File: src/sv/mfns_pkg.sv
// shared types, constants and the corner distance function for the first node selector
`default_nettype none
package mfns_pkg;

  localparam int PE_COUNT   = 64;
  localparam int MESH_WIDTH = 8;

  localparam int IDX_W  = 6;
  localparam int FREE_W = 4;
  localparam int DIST_W = 8;
  localparam int PROD_W = 2 * (IDX_W + 1) + 1;

  localparam logic [DIST_W-1:0] DIST_MAX = '1;
  localparam logic [IDX_W:0]    PE_LIMIT = (IDX_W + 1)'(PE_COUNT);

  localparam logic MODE_CONA       = 1'b0;
  localparam logic MODE_FIRST_FREE = 1'b1;

  typedef struct packed {
    logic              last_pe;
    logic [FREE_W-1:0] free_neighbors;
    logic              pe_busy;
    logic [IDX_W-1:0]  pe_index;
  } pe_rec_t;

  typedef struct packed {
    logic             node_found;
    logic [IDX_W-1:0] chosen_node;
  } sel_result_t;

  function automatic logic [DIST_W-1:0] corner_dist(input logic [IDX_W-1:0] idx);
    logic [IDX_W:0]    row;
    logic [IDX_W:0]    col;
    logic [PROD_W-1:0] d;
    row = (IDX_W + 1)'(idx / MESH_WIDTH) + (IDX_W + 1)'(1);
    col = (IDX_W + 1)'(idx % MESH_WIDTH) + (IDX_W + 1)'(1);
    d   = PROD_W'(row * row) + PROD_W'(col * col);
    if (d > PROD_W'(DIST_MAX)) begin
      return DIST_MAX;
    end
    return d[DIST_W-1:0];
  endfunction

endpackage
`default_nettype wire

File: src/sv/mesh_first_node_selector_unit.sv
// top level of the mesh first node selector
// usage:
//   records stream in on s_axis (one pe record per request, tlast on the
//   final record of a scan); one result per scan leaves on m_axis.
//   cfg_valid/cfg_data write select_mode (0 cona, 1 first free); write it
//   only while no scan is in flight. cfg_ready is always high.
// timing:
//   a record is taken into an input register and judged against the running
//   best while it sits there; on the last record the result lands in the
//   output register and m_tvalid rises.
//   one record per cycle is accepted while s_tready is high, set by the single compare stage.
// reset:
//   rst clears the mode to cona, the running best and both valid flags.
// stall:
//   while a result waits on m_tready the block keeps taking records; only a
//   second last record stalls in the input register, and s_tready drops
//   until the waiting result is taken.
`default_nettype none
module mesh_first_node_selector_unit (
  input  wire        clk,
  input  wire        rst,
  input  wire        cfg_valid,
  output logic       cfg_ready,
  input  wire        cfg_data,
  input  wire        s_tvalid,
  output logic       s_tready,
  input  wire [15:0] s_tdata,   // pe_index[5:0], pe_busy[6], free_neighbors[10:7], zero
  input  wire        s_tlast,   // last_pe
  output logic       m_tvalid,
  input  wire        m_tready,
  output logic [7:0] m_tdata    // chosen_node[5:0], node_found[6], zero
);
  import mfns_pkg::*;

  logic        select_mode;
  logic        in_valid;
  pe_rec_t     in_rec;
  logic        advance;
  logic        out_free;
  sel_result_t res;
  sel_result_t out_res;

  assign cfg_ready = 1'b1;
  assign out_free  = !m_tvalid || m_tready;
  assign advance   = in_valid && (!in_rec.last_pe || out_free);
  assign s_tready  = !in_valid || advance;

  always_ff @(posedge clk) begin
    if (rst) begin
      select_mode <= MODE_CONA;
    end else if (cfg_valid && cfg_ready) begin
      select_mode <= cfg_data;
    end
  end

  always_ff @(posedge clk) begin
    if (rst) begin
      in_valid <= 1'b0;
    end else if (s_tready) begin
      in_valid <= s_tvalid;
    end
  end

  always_ff @(posedge clk) begin
    if (s_tready && s_tvalid) begin
      in_rec.pe_index       <= s_tdata[5:0];
      in_rec.pe_busy        <= s_tdata[6];
      in_rec.free_neighbors <= s_tdata[10:7];
      in_rec.last_pe        <= s_tlast;
    end
  end

  mfns_tracker u_tracker (
    .clk  (clk),
    .rst  (rst),
    .en   (advance),
    .mode (select_mode),
    .rec  (in_rec),
    .res  (res)
  );

  always_ff @(posedge clk) begin
    if (rst) begin
      m_tvalid <= 1'b0;
    end else if (advance && in_rec.last_pe) begin
      m_tvalid <= 1'b1;
    end else if (m_tready) begin
      m_tvalid <= 1'b0;
    end
  end

  always_ff @(posedge clk) begin
    if (advance && in_rec.last_pe) begin
      out_res <= res;
    end
  end

  assign m_tdata = {1'b0, out_res.node_found, out_res.chosen_node};

`ifndef NO_ASSERTIONS
  a_reset_clears_out: assert property (@(posedge clk) rst |=> !m_tvalid)
    else $error("result valid right after reset");
  a_no_node_is_zero: assert property (@(posedge clk) disable iff (rst)
    (m_tvalid && !m_tdata[6]) |-> (m_tdata[5:0] == 6'd0))
    else $error("nonzero node without an idle pe");
  a_stall_only_on_full: assert property (@(posedge clk) disable iff (rst)
    !s_tready |-> (m_tvalid && !m_tready && in_valid && in_rec.last_pe))
    else $error("input stalled without a pending result");
  a_result_follows_last: assert property (@(posedge clk) disable iff (rst)
    (advance && in_rec.last_pe) |=> m_tvalid)
    else $error("last record produced no result");
`endif

endmodule
`default_nettype wire

File: src/sv/mfns_tracker.sv
// running best-candidate state and the per-record compare and update
`default_nettype none
module mfns_tracker (
  input  wire                  clk,
  input  wire                  rst,
  input  wire                  en,
  input  wire                  mode,
  input  mfns_pkg::pe_rec_t    rec,
  output mfns_pkg::sel_result_t res
);
  import mfns_pkg::*;

  logic [FREE_W-1:0] best_free_count, best_free_count_next;
  logic [DIST_W-1:0] best_corner_distance, best_corner_distance_next;
  logic [IDX_W-1:0]  best_node, best_node_next;
  logic              any_idle_seen, any_idle_seen_next;
  logic              idle;
  logic              take;
  logic [DIST_W-1:0] pe_dist;

  assign pe_dist = corner_dist(rec.pe_index);
  assign idle = !rec.pe_busy && (rec.pe_index != '0) && ({1'b0, rec.pe_index} < PE_LIMIT);

  always_comb begin
    take = 1'b0;
    if (idle) begin
      if (mode == MODE_CONA) begin
        take = !any_idle_seen
            || (rec.free_neighbors > best_free_count)
            || ((rec.free_neighbors == best_free_count) && (pe_dist < best_corner_distance));
      end else begin
        take = !any_idle_seen || (rec.pe_index < best_node);
      end
    end
  end

  always_comb begin
    best_free_count_next      = best_free_count;
    best_corner_distance_next = best_corner_distance;
    best_node_next            = best_node;
    any_idle_seen_next        = any_idle_seen || idle;
    if (take) begin
      best_node_next = rec.pe_index;
      if (mode == MODE_CONA) begin
        best_free_count_next      = rec.free_neighbors;
        best_corner_distance_next = pe_dist;
      end
    end
  end

  assign res.node_found  = any_idle_seen_next;
  assign res.chosen_node = any_idle_seen_next ? best_node_next : '0;

  always_ff @(posedge clk) begin
    if (rst || (en && rec.last_pe)) begin
      best_free_count      <= '0;
      best_corner_distance <= DIST_MAX;
      best_node            <= '0;
      any_idle_seen        <= 1'b0;
    end else if (en) begin
      best_free_count      <= best_free_count_next;
      best_corner_distance <= best_corner_distance_next;
      best_node            <= best_node_next;
      any_idle_seen        <= any_idle_seen_next;
    end
  end

endmodule
`default_nettype wire
File: config.mk
export PLATFORM = sky130hd
export DESIGN_NAME = mesh_first_node_selector_unit
export DESIGN_NICKNAME = d
export VERILOG_FILES = /design/src/sv/mfns_pkg.sv /design/src/sv/mesh_first_node_selector_unit.sv /design/src/sv/mfns_tracker.sv
export SDC_FILE = /design/constraint.sdc
export NUM_CORES = 1
export LEC_CHECK = 0
export BUFFER_PORTS_ARGS = -buffer_cell sky130_fd_sc_hd__buf_4
export CAP_MARGIN = 15
export CORE_MARGIN = 2
export CORE_UTILIZATION = 30
export DETAILED_ROUTE_END_ITERATION = 6
export GPL_TIMING_DRIVEN = 0
export MAX_ROUTING_LAYER = met4
export PLACE_DENSITY = 0.45
export SLEW_MARGIN = 20
export SYNTH_ARGS = -nofsm -noshare
export SYNTH_HDL_FRONTEND = slang
export SYNTH_SLANG_ARGS = --single-unit
File: constraint.sdc
create_clock -name clk -period 6.1 [get_ports clk]
set_clock_uncertainty 0.05 [all_clocks]
set_input_delay 0.61 -clock clk [delete_from_list [all_inputs] [get_ports clk]]
set_output_delay 0.61 -clock clk [all_outputs]
set_load 0.01 [all_outputs]
# [After elaboration in Yosys (flattened, before gate mapping)]
# Cells that the tools add are included.
[word_totals] reg_bits=41 latch_bits=0 mem_bits_rw=0 mem_bits_ro=0 output_inout_bits=11 word_cells=53 memories=0
[op_classes] add_sub_neg=3 mul=2 n_div=0 n_lt_le_gt_ge=4 eq_ne=1 shift=0 n_mux=8 n_bitwise=1 reduce_logical=21
[op_table] cell="$mul A7 B7 Y14" count=2
[op_table] cell="$mux W8" count=2
[op_table] cell="$add A14 B14 Y15" count=1
[op_table] cell="$gt A15 B8 Y1 const B" count=1
[op_table] cell="$add A3 B1 Y4 const B" count=2
[op_table] cell="$logic_or A1 B1 Y1" count=8
[op_table] cell="$lt A8 B8 Y1" count=1
[op_table] cell="$lt A6 B6 Y1" count=1
[op_table] cell="$mux W6" count=1
[op_table] cell="$reduce_bool A6 Y1" count=1
[op_table] cell="$logic_and A1 B1 Y1" count=5
[op_table] cell="$logic_not A1 Y1" count=5
[op_table] cell="$mux W1" count=5
[op_table] cell="$eq A4 B4 Y1" count=1
[op_table] cell="$gt A4 B4 Y1" count=1
[op_table] cell="$reduce_and A3 Y1" count=1
[op_table] cell="$reduce_bool A2 Y1" count=1
[op_table] cell="$not A1 Y1" count=1

# [Logic depth before layout (Yosys ltp)]
[logic_depth] word_depth=12 ltp_mapped=26 depth_no_buf=24

# [Modules after synthesis]
# A second synthesis with hierarchy kept.
[hier_totals] cells_unflattened=300 hier_area_um2=2911.5
[modules_own_cells] mod="mfns_tracker" instances=1 cells_each=262 area_per_inst_um2=2180.8 seq_area_each_um2=380.4
[modules_own_cells] mod="mesh_first_node_selector_unit" instances=1 cells_each=38 area_per_inst_um2=730.7 seq_area_each_um2=630.6

# [Worst setup path after synthesis]
# OpenSTA, ideal clock, no wires.
[synth_timing] kind="register -> register" from="register in_rec[3] (netlist bit)" to="register out_res, in the netlist m_tdata[2], data pin" setup_time_ps=260 t_arrival_ps=6238 required_ps=5790 setup_slack_ps=-448 stages_incl_launch_ff=24 path_buffers=2 period_less_slack_ps=6548 cell_sequence="edfxtp_1 > ha_1 > xor2_1 > nand2_1 > fa_1 > fa_1 > inv_1 > fa_1 > fa_1 > ha_1 > fa_1 > and2_1 > or4_1 > a21o_1 > buf_6 > or2_1 > ha_1 > a21oi_1 > a21oi_1 > nor4_1 > o21ai_1 > a21o_1 > buf_2 > mux2_4"
[synth_between] elab_chain_cells=12 word_cells_on_any_way=17 cone_classes="2 x add/sub; 1 x mul; 3 x order compare; 5 x mux; 6 x reduce/logical"
[synth_lines] item="start: declaration" line_no="mesh_first_node_selector_unit.sv:37" source="pe_rec_t in_rec;"
[synth_lines] item="$add A3 B1 Y4 (*)" line_no="mfns_pkg.sv:35" source="row = (IDX_W + 1)'(idx / MESH_WIDTH) + (IDX_W + 1)'(1);"
[synth_lines] item="$mul A7 B7 Y14 (*)" line_no="mfns_pkg.sv:37" source="d = PROD_W'(row * row) + PROD_W'(col * col);"
[synth_lines] item="$add A14 B14 Y15 (*)" line_no="mfns_pkg.sv:37"
[synth_lines] item="$gt A15 B8 Y1" line_no="mfns_pkg.sv:38" source="if (d > PROD_W'(DIST_MAX)) begin"
[synth_lines] item="$mux W1" line_no="mfns_pkg.sv:38"
[synth_lines] item="$mux W8 (*)" line_no="mfns_pkg.sv:41" source="return d[DIST_W-1:0];"
[synth_lines] item="via u_tracker.pe_dist[3]" line_no="mfns_tracker.sv:19" source="logic [DIST_W-1:0] pe_dist;"
[synth_lines] item="$lt A8 B8 Y1 (*)" line_no="mfns_tracker.sv:30" source="|| ((rec.free_neighbors == best_free_count) && (pe_dist < best_corner_distance));"
[synth_lines] item="$logic_and A1 B1 Y1 (*)" line_no="mfns_tracker.sv:30"
[synth_lines] item="$logic_or A1 B1 Y1 (*)" line_no="mfns_tracker.sv:30"
[synth_lines] item="$mux W1 (*)" line_no="mfns_tracker.sv:27" source="if (mode == MODE_CONA) begin"
[synth_lines] item="$mux W1 (*)" line_no="mfns_tracker.sv:26" source="if (idle) begin"
[synth_lines] item="$mux W6 (*)" line_no="mfns_tracker.sv:42" source="if (take) begin"
[synth_lines] item="end signal: assignment" line_no="mesh_first_node_selector_unit.sv:94" source="out_res <= res;"
[synth_lines] item="end: declaration" line_no="mesh_first_node_selector_unit.sv:41" source="sel_result_t out_res;"
# Mark *: on every way through the listed nets, which the timed path passes. The rest lies on a longest branch.
# A chain may end at the register's enable or synchronous reset.

# [Worst setup path in the final report]
# Same ends and word-level chain as after synthesis.

==> results.md <==
| Result | Value | Unit |
| --- | --- | --- |
| Run status | finished with violations | - |
| Failing checks | setup timing | - |
| Most used standard cell by instance count after synthesis | inv_1 | - |
| Unique masters post-synth | 44 | - |
| Slowest-stage cell, CP | edfxtp_1 | - |
| RSZ-0062 raised after global routing | true | - |
| Maximum number of buffers from clock root to sink | 2 | - |
| Remaining antenna violation count | 0 | - |
| Transition time at the pin with the least slew margin | 0.7254 | ns |
| Fmax | 155.0 | MHz |
| WP buf/inv | 2 | - |
| Classification of the worst setup path | flip-flop to flip-flop | - |
| Weighted congestion at the end of routability-driven global placement | 0.7642 | - |
| FP Rows | 36 | - |
| Kind of cell with the highest combined delay on the critical path | adder cells | - |
| Reported leakage power | 1.710 | nW |
| Placed standard-cell area | 0.003348 | sq mm |
| Final Hold Viols | 0 | - |
| Type of element capturing the critical path | flip-flop | - |
| Detailed Place HPWL | 4.628 | mm |
| Starting utilization of the core area | 30.41 | % |
| Largest net degree at the start of global routing | 14 | - |
| Worst slew margin | 51.46 | % |
| Post-route setup TNS | -6.307 | ns |
| FFs w/ async S/R, synth | 0 | % |
| Number of search-and-repair iterations in the first detailed-routing pass | 4 | - |
| Biggest area consumer among synthesized cells | edfxtp_1 | - |
| CTS clock-pin slew for the worst setup and hold paths | 0.08 | ns |
| Final clock period utilization by the worst path | 105.7 | % |
| Power per Cell Area | 253.1 | mW/mm^2 |
| Worst path max stage delay | 0.52 | ns |
| Proportion of synthesized chip area in sequential cells | 34.49 | % |
| Crit path required time | 6.10 | ns |
| Count of maximum capacitance violations | 0 | - |
| Top post-synthesis cells by count | 46 x inv_1, 39 x ha_1, 33 x nand2_1, 28 x nor2_1, 23 x mux2i_1 | - |
| CP cell instances | ha_4, xor2_4, nand2_2, fa_1, fa_1, inv_1, fa_1, fa_1, ha_2, fa_2, and2_4, or4_4, a21o_4, or2_1, ha_1, nand4_1, a21oi_2, nor4_2, o21ai_2, a21o_1, buf_6, mux2_4 | - |
| Post-synth EDFFs | 19 | - |
| Number of buffers added by the clock tree synthesis step | 5 | - |
| Combined global-route utilization of all metal layers | 12.85 | % |
| Fraction of final layout cells with drive strength greater than 1 | 24.18 | % |
| Clock tree from TritonCTS | built | - |
| Antenna violations before repair | 0 | - |
| Routed wirelength normalized by instance count | 12.05 | microns |
| Final Critical Period | 6.450 | ns |
| Die height | 102.9 | microns |
| Critical path startpoint category | flip-flop | - |
| Cell area after synthesis | 0.002932 | sq mm |
| Worst slack at placement | -1.136 | ns |
| Total of endpoints with negative setup slack in the final report | 24 | - |
| Clock latency reported for the late side of the worst-skew pair | 0.30 | ns |
| CTS HTree Levels | 2 | - |
| Minimum setup slack in the final design | -0.3499 | ns |
| Drc violations | 0 | - |
| CTS Hold Bufs | 0 | - |
| Final-stage net count | 436 | - |
| Area growth syn-to-layout | 26.93 | % |
| Critical path peak fanout | 5 | - |
| Port Buffers | 26 | - |
| Type of the most critical hold path | flip-flop to flip-flop | - |
| IO Count | 34 | - |
| Area share of the largest cell type after synthesis | 19.46 | % |
| Final Instance Area | 0.003721 | sq mm |
| Routed vias/inst | 4.304 | - |
| Global-route wire length before repair | 10.27 | mm |
| Post-synthesis instance total | 308 | - |
| Yosys Warn Count | 0 | - |
| Biggest area contributors in the synthesized netlist | edfxtp_1 19%, ha_1 17%, dfxtp_1 15% | - |
| Ys flop type | dfxtp_1 | - |
| Maximum vdd drop | 0.09803 | mV |
| Number of clock sinks | 41 | - |
| Arrival time of data at the critical path endpoint | 6.45 | ns |
| Worst Hold Margin | 0.4071 | ns |
| Number of slew-limit violations in the final report | 0 | - |
| Via count of the first global-routing pass | 2,126 | - |
| Number of register bits inferred by synthesis | 41 | - |
| Post-Route WL | 5.989 | mm |
| Synth Area per Inst | 9.518 | sq um |
| Drt initial violations | 39 | - |
| Total via count after detailed routing | 2,139 | - |
| Cell chosen for the clock root | clkbuf_8 | - |
| GR Overflow Total | 0 | - |
| Final Power | 0.9419 | mW |
| Total Die Area | 0.01058 | sq mm |
| Antenna diode count | 0 | - |
| Cell mode on critical path | fa_1 | - |
| Area inside the core boundary | 0.009639 | sq mm |
| Chip Width | 102.9 | microns |
==> power by group <==
group | total [mW] | switching, mW | internal (mW)
sequential | 0.314 | 0.0112 | 0.303
combinational | 0.408 | 0.207 | 0.201
clock | 0.220 | 0.0999 | 0.121
total | 0.942 | 0.318 | 0.624
==> final cells by class <==
class,instances,area (sq um)
Sequential cell,41,1011
Clock inverter,3,41.29
Fill cell,1007,5918
Tap cell,133,166.4
Timing Repair Buffer,44,334.1
Clock buffer,5,68.82
Multi-Input combinational cell,217,1864
Inverter,46,172.7
Buffer,8,62.56
==> placed cells by master, fill, tap and decap left out, types with 4 or more instances in the layout <==
master,count
buf_4,45
edfxtp_1,19
clkbuf_8,5
fa_1,10
nor3_1,6
nand3_1,6
inv_1,44
o21ai_0,5
ha_4,5
mux2i_1,23
a21o_1,4
ha_1,33
conb_1,6
or2_1,6
a21oi_1,6
nor2_1,28
dfxtp_1,22
nand2_1,32
nor2b_1,4
==> layer usage <==
layer | GRT usage, % | vias up | share of wire (%)
met3 | 2.034 | 4 | 1.8
met5 | - | - | 0
li1 | - | 1129 | -
met2 | 20.61 | 24 | 48
met1 | 17.12 | 982 | 49
met4 | 3.036 | 0 | 0.73
==> metrics by stage <==
step                cells  util, %
finish                497    38.60
global route          497    38.60
CTS                   492    37.67
detailed placement    471    34.74
global placement      471    34.67
floorplan             312        -
==> registers in the layout, indices dropped and copies added (netlist names) <==
signal	count
in_rec	12
u_tracker.best_free_count	4
m_tvalid	1
in_valid	1
u_tracker.best_corner_distance	8
u_tracker.best_node	6
m_tdata	7
u_tracker.any_idle_seen	1
select_mode	1
==> path summary, 6_finish.rpt <==
check | from | to | slack (ns) | cells after the start
hold reg to reg | u_tracker.best_node[5] | u_tracker.best_node[5] | 0.41 | 2
hold / removal | u_tracker.best_node[5] | u_tracker.best_node[5] | 0.41 | 2
setup reg to reg | in_rec[3] | m_tdata[2] | -0.35 | 22
setup / recovery | in_rec[3] | m_tdata[2] | -0.35 | 22
==> timing repair <==
item	in CTS	in global routing
endpoints found under the setup margin	24	24
gates cloned	1	0
pin swaps	18	11
gates resized for setup	16	6
setup buffers	13	6
==> tightest hold or removal path, delay by kind of cell, from the launching register on <==
family	cells	cell delay, ns
muxes	1	0.05
and+or+nand+nor	1	0.05
DFF	1	0.31
==> cells by family (layout without fill, tap and decap cells) <==
group / after synthesis / count (layout) / share of synthesized area [%]
mux: 25 / 25 / 8.878
other cells: 2 / 6 / 0.2562
flops: 41 / 41 / 34.49
compound gates: 31 / 32 / 6.786
simple gates: 100 / 100 / 16.48
fa+ha+maj: 50 / 50 / 24.16
buf+inv: 55 / 106 / 7.768
xor+xnor: 4 / 4 / 1.195
(Power assumes the default switching activity.)
